===== src/design/i64alu_pkg.sv =====
// Package for the 64-bit integer ALU with null flags.
// Holds opcodes, the default data width and the pipeline control struct.
package i64alu_pkg;

  localparam int DefaultDataWidth = 64;
  localparam int PortWidth = 64;

  typedef enum logic [4:0] {
    OP_ADD = 5'd0, OP_SUB = 5'd1, OP_MUL = 5'd2, OP_DIV = 5'd3, OP_MOD = 5'd4,
    OP_NEG = 5'd5, OP_EQ = 5'd6, OP_NE = 5'd7, OP_LT = 5'd8, OP_LE = 5'd9,
    OP_GT = 5'd10, OP_GE = 5'd11, OP_NOT = 5'd12, OP_AND = 5'd13, OP_OR = 5'd14,
    OP_XOR = 5'd15, OP_LSH = 5'd16, OP_RSH = 5'd17
  } opcode_t;

  // Control carried with each beat down the cell chain
  typedef struct packed {
    logic       valid;
    logic       is_div;   // divide/modulo beat, result taken from the chain
    logic       is_mod;
    logic       is_mul;   // multiply beat, product accumulated in the chain
    logic       q_neg;    // negate quotient (or product) at the end
    logic       r_neg;    // negate remainder at the end
    logic       rnull;
    logic       status;
  } ctl_t;

endpackage


===== src/design/i64alu_div_cell.sv =====
// One chain cell: decides one quotient bit, or adds one partial product, per beat.
// Depends on i64alu_pkg for the control struct.
module i64alu_div_cell #(
  parameter int W = 64,
  parameter int BIT = 0
) (
  input  logic              clk,
  input  logic              rst,
  input  i64alu_pkg::ctl_t  ctl_in,
  input  logic [W-1:0]      rem_in,
  input  logic [W-1:0]      quo_in,
  input  logic [W-1:0]      div_in,
  input  logic [W-1:0]      val_in,
  output i64alu_pkg::ctl_t  ctl_out,
  output logic [W-1:0]      rem_out,
  output logic [W-1:0]      quo_out,
  output logic [W-1:0]      div_out,
  output logic [W-1:0]      val_out
);
  import i64alu_pkg::*;

  logic [W:0]   trial;
  logic [W:0]   diff;
  logic [W-1:0] rem_next;
  logic [W-1:0] quo_next;
  logic [W-1:0] acc_next;

  // Shift in the next dividend bit (held in quo) and try to subtract
  always_comb begin
    trial = {rem_in, quo_in[BIT]};
    diff = trial - {1'b0, div_in};
    quo_next = quo_in;
    if (!diff[W]) begin
      rem_next = diff[W-1:0];
      quo_next[BIT] = 1'b1;
    end else begin
      rem_next = trial[W-1:0];
      quo_next[BIT] = 1'b0;
    end
  end

  // Add the partial product for this multiplier bit (accumulator held in rem)
  assign acc_next = rem_in + (div_in << BIT);

  always_ff @(posedge clk) begin
    if (rst) begin
      ctl_out <= '0;
    end else begin
      ctl_out <= ctl_in;
    end
  end

  // Advance payload; other beats pass their value through
  always_ff @(posedge clk) begin
    if (ctl_in.is_div) begin
      rem_out <= rem_next;
    end else if (ctl_in.is_mul && quo_in[BIT]) begin
      rem_out <= acc_next;
    end else begin
      rem_out <= rem_in;
    end
    quo_out <= ctl_in.is_div ? quo_next : quo_in;
    div_out <= div_in;
    val_out <= val_in;
  end

endmodule


===== config.mk =====
export PLATFORM = sky130hd
export DESIGN_NAME = i64alu_div_cell
export DESIGN_NICKNAME = d
export VERILOG_FILES = /design/src/design/i64alu_pkg.sv /design/src/design/i64alu_div_cell.sv
export SDC_FILE = /design/constraint.sdc
export NUM_CORES = 1
export LEC_CHECK = 0
export BUFFER_PORTS_ARGS = -buffer_cell sky130_fd_sc_hd__buf_2
export CORE_AREA = 4 4 204 206
export DETAILED_ROUTE_END_ITERATION = 12
export DIE_AREA = 0 0 208 210
export HOLD_SLACK_MARGIN = 0.05
export PLACE_DENSITY = 0.62
export SYNTH_ARGS = -nofsm -noshare
export SYNTH_HDL_FRONTEND = slang
export SYNTH_SLANG_ARGS = --single-unit
export TNS_END_PERCENT = 100

===== constraint.sdc =====
create_clock -name clk -period 10.3 [get_ports clk]
set_input_delay 1.545 -clock clk [delete_from_list [all_inputs] [get_ports clk]]
set_output_delay 1.545 -clock clk [all_outputs]
set_load 0.01 [all_outputs]

Word-level counts from Yosys, hierarchy flattened
Cells that the tools add are included.

Flip-flop bits (word level): 264. Bits of input ports: 266. Output and inout bits: 264.

Add/sub/neg operators: 2. Multiplexer cells: 5. Reductions and logical operators: 1.

Operators by type and width (number): $mux 64 (3); $sub 65x64->65 (1); $add 64x64->64 (1); $mux 1 (2); $logic_and 1x1->1 (1).

Logic depth before layout (Yosys ltp)
Gate-level depths: netlist (run 1).

Depth after elaboration: 3. Depth in mapped cells: 15.

Least setup slack after synthesis (run 1)
OpenSTA, ideal clock, no wires.

Path type: input -> register. Start point: input quo_in[0]. End point: register rem_out[39]. Arrival: 4211 ps. Data required time: 10167 ps. Path slack: 5957 ps. Cell stages on the path: 15. Path buffers: 1. Cells stage by stage: inv_1 ha_1 fa_1 nand2b_2 a21oi_2 o31ai_2 a31oi_2 a211oi_4 o31ai_4 o21ai_4 xor2_4 buf_8 nor2_1 a211oi_1 a21oi_1.

Longest elaborated chain between the ends: 3. Elaborated cells on any way between the ends: 5. Those cells by class: add/sub (1); mux (3); reduce/logical (1).

Ends and longest elaborated chain: start, declared (RTL line i64alu_div_cell.sv:11) `input logic [W-1:0] quo_in,`; $sub 65x64->65 / $logic_and 1x1->1 (equally long branches) (RTL line i64alu_div_cell.sv:31, i64alu_div_cell.sv:57); $mux 64, on equally long branches (RTL line i64alu_div_cell.sv:33, i64alu_div_cell.sv:57); $mux 64 * (RTL line i64alu_div_cell.sv:55) `if (ctl_in.is_div) begin`; end signal, assigned (RTL line i64alu_div_cell.sv:56) `rem_out <= rem_next;`; end signal, assigned (RTL line i64alu_div_cell.sv:58) `rem_out <= acc_next;`; end signal, assigned (RTL line i64alu_div_cell.sv:60) `rem_out <= rem_in;`; end, declared (RTL line i64alu_div_cell.sv:15) `output logic [W-1:0] rem_out,`.

Mark *: on every way between the ends. The rest lies on a longest branch, timed or not. A chain may end at the register's enable or synchronous reset.

Final worst setup path (run 1)
Ends and elaborated chain as after synthesis.

==> reports/results.ini, run 1 <==
[pwr]
switching_share_pct = 32.4
vdd_drop_max_uv = 142
p_int_uw = 2200
power_density_nw_per_um2 = 168
sequentialPowerShare_pct = 34.9
clock_power_share_pct = 36.6
p_sw_uw = 1050
leakage_uw = 0.00923
pwr-share-comb_pct = 28.4

[run_status]
outcome = finished clean

[timing]
rsz0062_at_grt = false
drv_slew = 0
setup_viol = 0
tns_ns = 0
hold_viol = 0
worst_pin_slew_ns = 1.11
fin_ws_ns = 5.19
period_needed_ns = 5.11
fmax_mhz = 196
hold_ws_ns = 1.07
period_share_pct = 49.6
slew_headroom_pct = 25.7

[placed_design]
place_congestion = 0.945
place.port_buffers = 529
placedCellCount = 2797
pre_cts_ws_ns = 4.62
dpl.hpwl_um = 45400

[drt]
drc = 0
postRouteAntennaNets = 0
drt-total-wl_um = 55900
vias_per_cell = 5.44
drt_first_pass_iters = 5
wl_per_cell_um = 19.6
drt_iter0_markers = 1102
num_vias = 15527

[clock_network]
cts.sinks = 264
holdBufCountCts = 0
cts_resized = 0
cts_made_buffers = 30
post-cts-setup-buffers = 0
clock_path_buffers = 3
h-tree-depth = 1
clockRootBuffer = clkbuf_16
path_clk_slew_ns = 0.06
cts_tree = built

[floorplan]
core_um2 = 39600
pin_count = 530
die_w_um = 208
die-area_um2 = 43700
num_rows = 73
fp.dieH_um = 210
start_util_pct = 38.5

[critical_path]
worstPathRequired_ns = 10.73
arrival_ns = 5.55
crit_type = input port to flip-flop
endpoint_kind = flip-flop
crit_path_max_fanout = 37
worstSetupStartpointType = input port

[layout]
fin_cells = 2854
fillers = 3906
final_common_cell = buf_2
fin_nets = 2699
syn2layout_area_growth_pct = 26.4
drive_gt1_share_pct = 27.1
final_util_pct = 48.7
mostFrequentLayoutCells = 528 x buf_2, 264 x dfxtp_1, 189 x nand2_1

[global_route]
first_global_vias = 14861
grt_max_degree = 66
grt_pass1_wl_um = 84200
antenna_found_initial = 4
grt_use_total_pct = 23.8
grt_overflow_total = 0

[flow_run]
drv_cap = 0

[yosys]
seq_area_frac_synth_pct = 34.6
avgSynthCellArea_um2 = 8.32
synth-edff-count = 0
synth_area_um2 = 15300
synth_seq_cells = 264
synth-main-ff-cell = dfxtp_1
synthArstFlopShare_pct = 0
yosys_warnings = 0
synthCells = 1834
synth_nets = 2229
synthDistinctLibCells = 89

[min_path]
hp-class = input port to flip-flop
worstHoldPathCells = 1

[synth_stat cells (46+ instances only)]
cell type	n	area, um^2
ha_1	127	1590
nand2_1	190	713
xnor2_1	61	534
nor2_1	131	492
a211oi_1	46	345
xor2_1	50	438
a21o_1	67	503
a21oi_1	180	901
dfxtp_1	264	5290
clkbuf_1	65	244
inv_1	97	364
o21ai_0	107	536
[per-layer routing]
metal	vias up	share of wire [%]	track usage [%]
li1	7527	-	-
met1	7281	42	30.3
met3	90	6.8	3.96
met2	623	48	41.7
met5	-	0.080	0
met4	6	2.7	6.73
[path summary, 6_finish.rpt]
kind / from / endpoint / slack [ns]
worst max-delay path: quo_in[0] / rem_out[39] / 5.19
worst min-delay path: val_in[13] / val_out[13] / 1.07
[area by class of cell]
class                      instances  area [um^2]  share of cell area (%)
clock buffer                      35          821                    4.25
tap                              525          657                    3.40
antenna                            1         2.50                  0.0130
timing repair buffer             534         2690                    13.9
clock inverter                    21          308                    1.60
multi-input combinational       1376         9170                    47.5
inverter                          98          368                    1.91
sequential                       264         5290                    27.4
[state kept, by name, indices dropped and copies added (netlist names)]
signal   count
div_out     64
quo_out     64
rem_out     64
val_out     64
ctl_out      8
[cells by family (layout without fill, tap and decap cells)]
logic type	Yosys count	in the layout	share of synthesized area, %
other cells	0	1	0
simple gates	522	522	15.9
buf+inv	194	688	5.37
flops	264	264	34.6
fa+ha+maj	129	129	10.7
compound gates	601	601	26.0
mux	11	11	0.721
xor+xnor	113	113	6.73
[critical path, cell delays in order]
cell and delay [ns]:
buf_2 0.16, inv_1 0.06, ha_1 0.22, fa_1 0.37
nand2b_2 0.21, a21oi_2 0.25, o31ai_2 0.12, a31oi_2 0.31
a211oi_4 0.14, o31ai_4 0.31, o21ai_4 0.15, xor2_4 0.73
buf_4 0.55, nor2_1 0.10, a211oi_1 0.22, a21oi_1 0.06
[through the flow]
stage / total power [uW] / area (um^2)
2_1_floorplan: 1750 / 15300
3_3_place_gp: 2070 / 18200
3_5_place_dp: 2070 / 18200
4_1_cts: 3280 / 19300
5_1_grt: 3420 / 19300
6_report: 3250 / 19300
[power by group through the flow]
stage | logic [uW] | registers, uW | clock network [uW]
global route | 1010 | 1140 | 1260
finish | 925 | 1140 | 1190
floorplan | 550 | 1200 | 0
detailed placement | 913 | 1160 | 0
global placement | 911 | 1160 | 0
CTS | 920 | 1140 | 1220
Note: power is estimated with default switching activity, not from simulation.
==> inputs of run 2 (changes only) <==
- ABC_AREA: unset -> 1
- CORE_AREA: 4 4 204 206 -> 4 4 203 205
- DIE_AREA: 0 0 208 210 -> 0 0 207 209
- PLACE_DENSITY: 0.62 -> 0.72
- clock period: 10.3 -> 4.92 ns (I/O delays scaled with it)
==> run 2 against run 1 <==
Net effect: wire length is 40% higher; setup slack worse by 3.3 ns; clock power is 82% higher; utilization is 9.2 points higher; cell area is 18% higher; critical path depth is 5 higher; hold slack worse by 0.80 ns; via count is 40% higher; non-clock buffer count is 1 higher; count of clock-buffer cells in the layout is 2 lower; combinational power is 140% higher; highest routed layer is now met4.
==> reports/results.ini, run 2 <==
[layout]
fin_cells = 4266
final_common_cell = nand2_1
fin_nets = 4116
drive_gt1_share_pct = 16.4
syn2layout_area_growth_pct = 21.7
fillers = 4158
mostFrequentLayoutCells = 1,190 x nand2_1, 654 x inv_1, 528 x buf_2

[yosys]
yosysMostFrequentCell = nand2_1
synthDistinctLibCells = 34
synthTopCellsByCount = 1,192 x nand2_1, 654 x inv_1, 264 x dfxtp_1, 263 x nor2_1, 194 x nand3_1
synthCells = 3198
synth_area_um2 = 18800
synthArstFlopShare_pct = 0
yosysTopAreaCell = dfxtp_1
synth_seq_cells = 264
avgSynthCellArea_um2 = 5.86
synth-edff-count = 0
synth_top_cell_area_share_pct = 28.2
synth_nets = 3593
seq_area_frac_synth_pct = 28.2
synth_area_leaders = dfxtp_1 28%, nand2_1 24%, inv_1 13%
synth-main-ff-cell = dfxtp_1
yosys_warnings = 0

[critical_path]
endpoint_kind = flip-flop
worstPathRequired_ns = 5.37
crit_type = input port to flip-flop
worstSetupStartpointType = input port
arrival_ns = 3.47
crit_path_max_fanout = 59
critPathLaunch = quo_in[0]
endpoint = rem_out[20]

[pwr]
vdd_drop_max_uv = 287
leakage_uw = 0.0135
power_density_nw_per_um2 = 295

[drt]
drt_iter0_markers = 2289
drc = 0
wl_met3_um = 8150
vias_per_cell = 5.10
postRouteAntennaNets = 0
dr_wl_met2_um = 34400
num_vias = 21742
routed.top_layer = met4
wl_met1_um = 32100
drt-total-wl_um = 78500
wl_per_cell_um = 18.4
drt_first_pass_iters = 7

[clock_network]
cts.sinks = 264
cts_tree = built
holdBufCountCts = 0
clock_path_buffers = 3
h-tree-depth = 1
path_clk_slew_ns = 0.06
post-cts-setup-buffers = 0
cts_made_buffers = 27
clockRootBuffer = clkbuf_16
cts_resized = 0

[global_route]
grt_use_total_pct = 34.3
grt_max_degree = 129
antenna_found_initial = 1
grt_overflow_total = 0
grt_pass1_wl_um = 117000
first_global_vias = 20281

[floorplan]
start_util_pct = 47.5
die-area_um2 = 43300
die_w_um = 207
core_um2 = 39500
num_rows = 73
pin_count = 530
fp.dieH_um = 209

[timing]
setup_viol = 0
hold_viol = 0
drv_slew = 0
period_share_pct = 61.4
period_needed_ns = 3.02
rsz0062_at_grt = false
worst_pin_slew_ns = 0.856
hold_ws_ns = 0.268
tns_ns = 0
fmax_mhz = 331
slew_headroom_pct = 42.9

[placed_design]
placedCellCount = 4217
place_congestion = 1.11
dpl.hpwl_um = 66700
place.port_buffers = 529

[flow_run]
drv_cap = 0

[min_path]
hp-class = input port to flip-flop
worstHoldPathCells = 1

[run_status]
outcome = finished clean

[run 2: changes by cell type in the layout (fill, tap and decap cells not counted), moves of 14 or more]
| cell | change |
|---|---|
| nor2b_1 | -16 |
| o211ai_1 | -23 |
| a21o_1 | -63 |
| nand3_1 | +159 |
| nor2_1 | +132 |
| inv_1 | +557 |
| nand2_1 | +1001 |
| and3_1 | -14 |
| o21a_1 | -19 |
| xor2_1 | -21 |
| a31oi_1 | -35 |
| xnor2_1 | -31 |
| a211oi_1 | -46 |
[run 2: area by class of cell]
class	count	area [um^2]	share of cell area, %
Tap cell	525	657	2.88
Sequential cell	264	5290	23.2
Multi-Input combinational cell	2234	10800	47.1
Antenna cell	1	2.50	0.0110
Inverter	659	2470	10.8
Timing Repair Buffer	535	2720	11.9
Clock inverter	15	190	0.833
Clock buffer	33	738	3.24
[run 2: critical path, stage by stage]
cell	delay, ns
buf_2	0.09
inv_1	0.08
ha_1	0.24
fa_1	0.42
inv_1	0.08
nand2_1	0.04
nand2_1	0.07
nand3_1	0.08
nand2_2	0.11
nand2_1	0.07
nand2_2	0.11
nand2_1	0.08
nand2_2	0.10
nand2_2	0.07
nand2_2	0.08
nand2_1	0.06
nand2_2	0.19
buf_12	0.28
nand2_1	0.21
nand3_1	0.13
nand2_1	0.06
[run 2: cells by family (layout without fill, tap and decap cells)]
family	Yosys count	count (layout)	share of synthesized area, %
flip-flops	264	264	28.2
AO/OA/AOI/OAI	307	307	8.44
adder cells (fa/ha/maj)	129	129	8.69
AND/OR/NAND/NOR	1739	1739	37.4
other	0	1	0
buffers and inverters	700	1242	14.5
XOR/XNOR	59	59	2.76
[run 2: how the worst min path moves through the flow]
stage / startpoint / slack, ns / to
2_1_floorplan: div_in[0] / 0.77 / div_out[0]
3_5_place_dp: quo_in[21] / 0.84 / quo_out[21]
6_report: val_in[30] / 0.27 / val_out[30]
5_1_grt: val_in[30] / 0.25 / val_out[30]
3_3_place_gp: val_in[39] / 0.84 / val_out[39]
4_1_cts: val_in[30] / 0.25 / val_out[30]
[run 2: stage by stage]
step | power, uW | area [um^2] | utilization (%) | worst slack, ns
6_report | 6720 | 22800 | 57.8 | 1.90
2_1_floorplan | 3720 | 18800 | - | 2.17
4_1_cts | 6700 | 22800 | 57.8 | 1.90
5_1_grt | 7070 | 22800 | 57.8 | 1.65
3_3_place_gp | 4530 | 21900 | 55.5 | 1.39
3_5_place_dp | 4530 | 21900 | 55.5 | 1.33
[run 2: report_power, final]
group	internal (uW)	switching [uW]	total, uW
Sequential	2310	65.1	2370
Combinational	719	1460	2180
Clock	1240	937	2170
Total	4260	2460	6720
[run 2: per-layer routing]
| metal | vias up | track usage, % |
|---|---|---|
| li1 | 10765 | - |
| met3 | 196 | 6.04 |
| met4 | 0 | 13.9 |
| met1 | 9601 | 45.8 |
| met5 | - | 0 |
| met2 | 1180 | 55.3 |
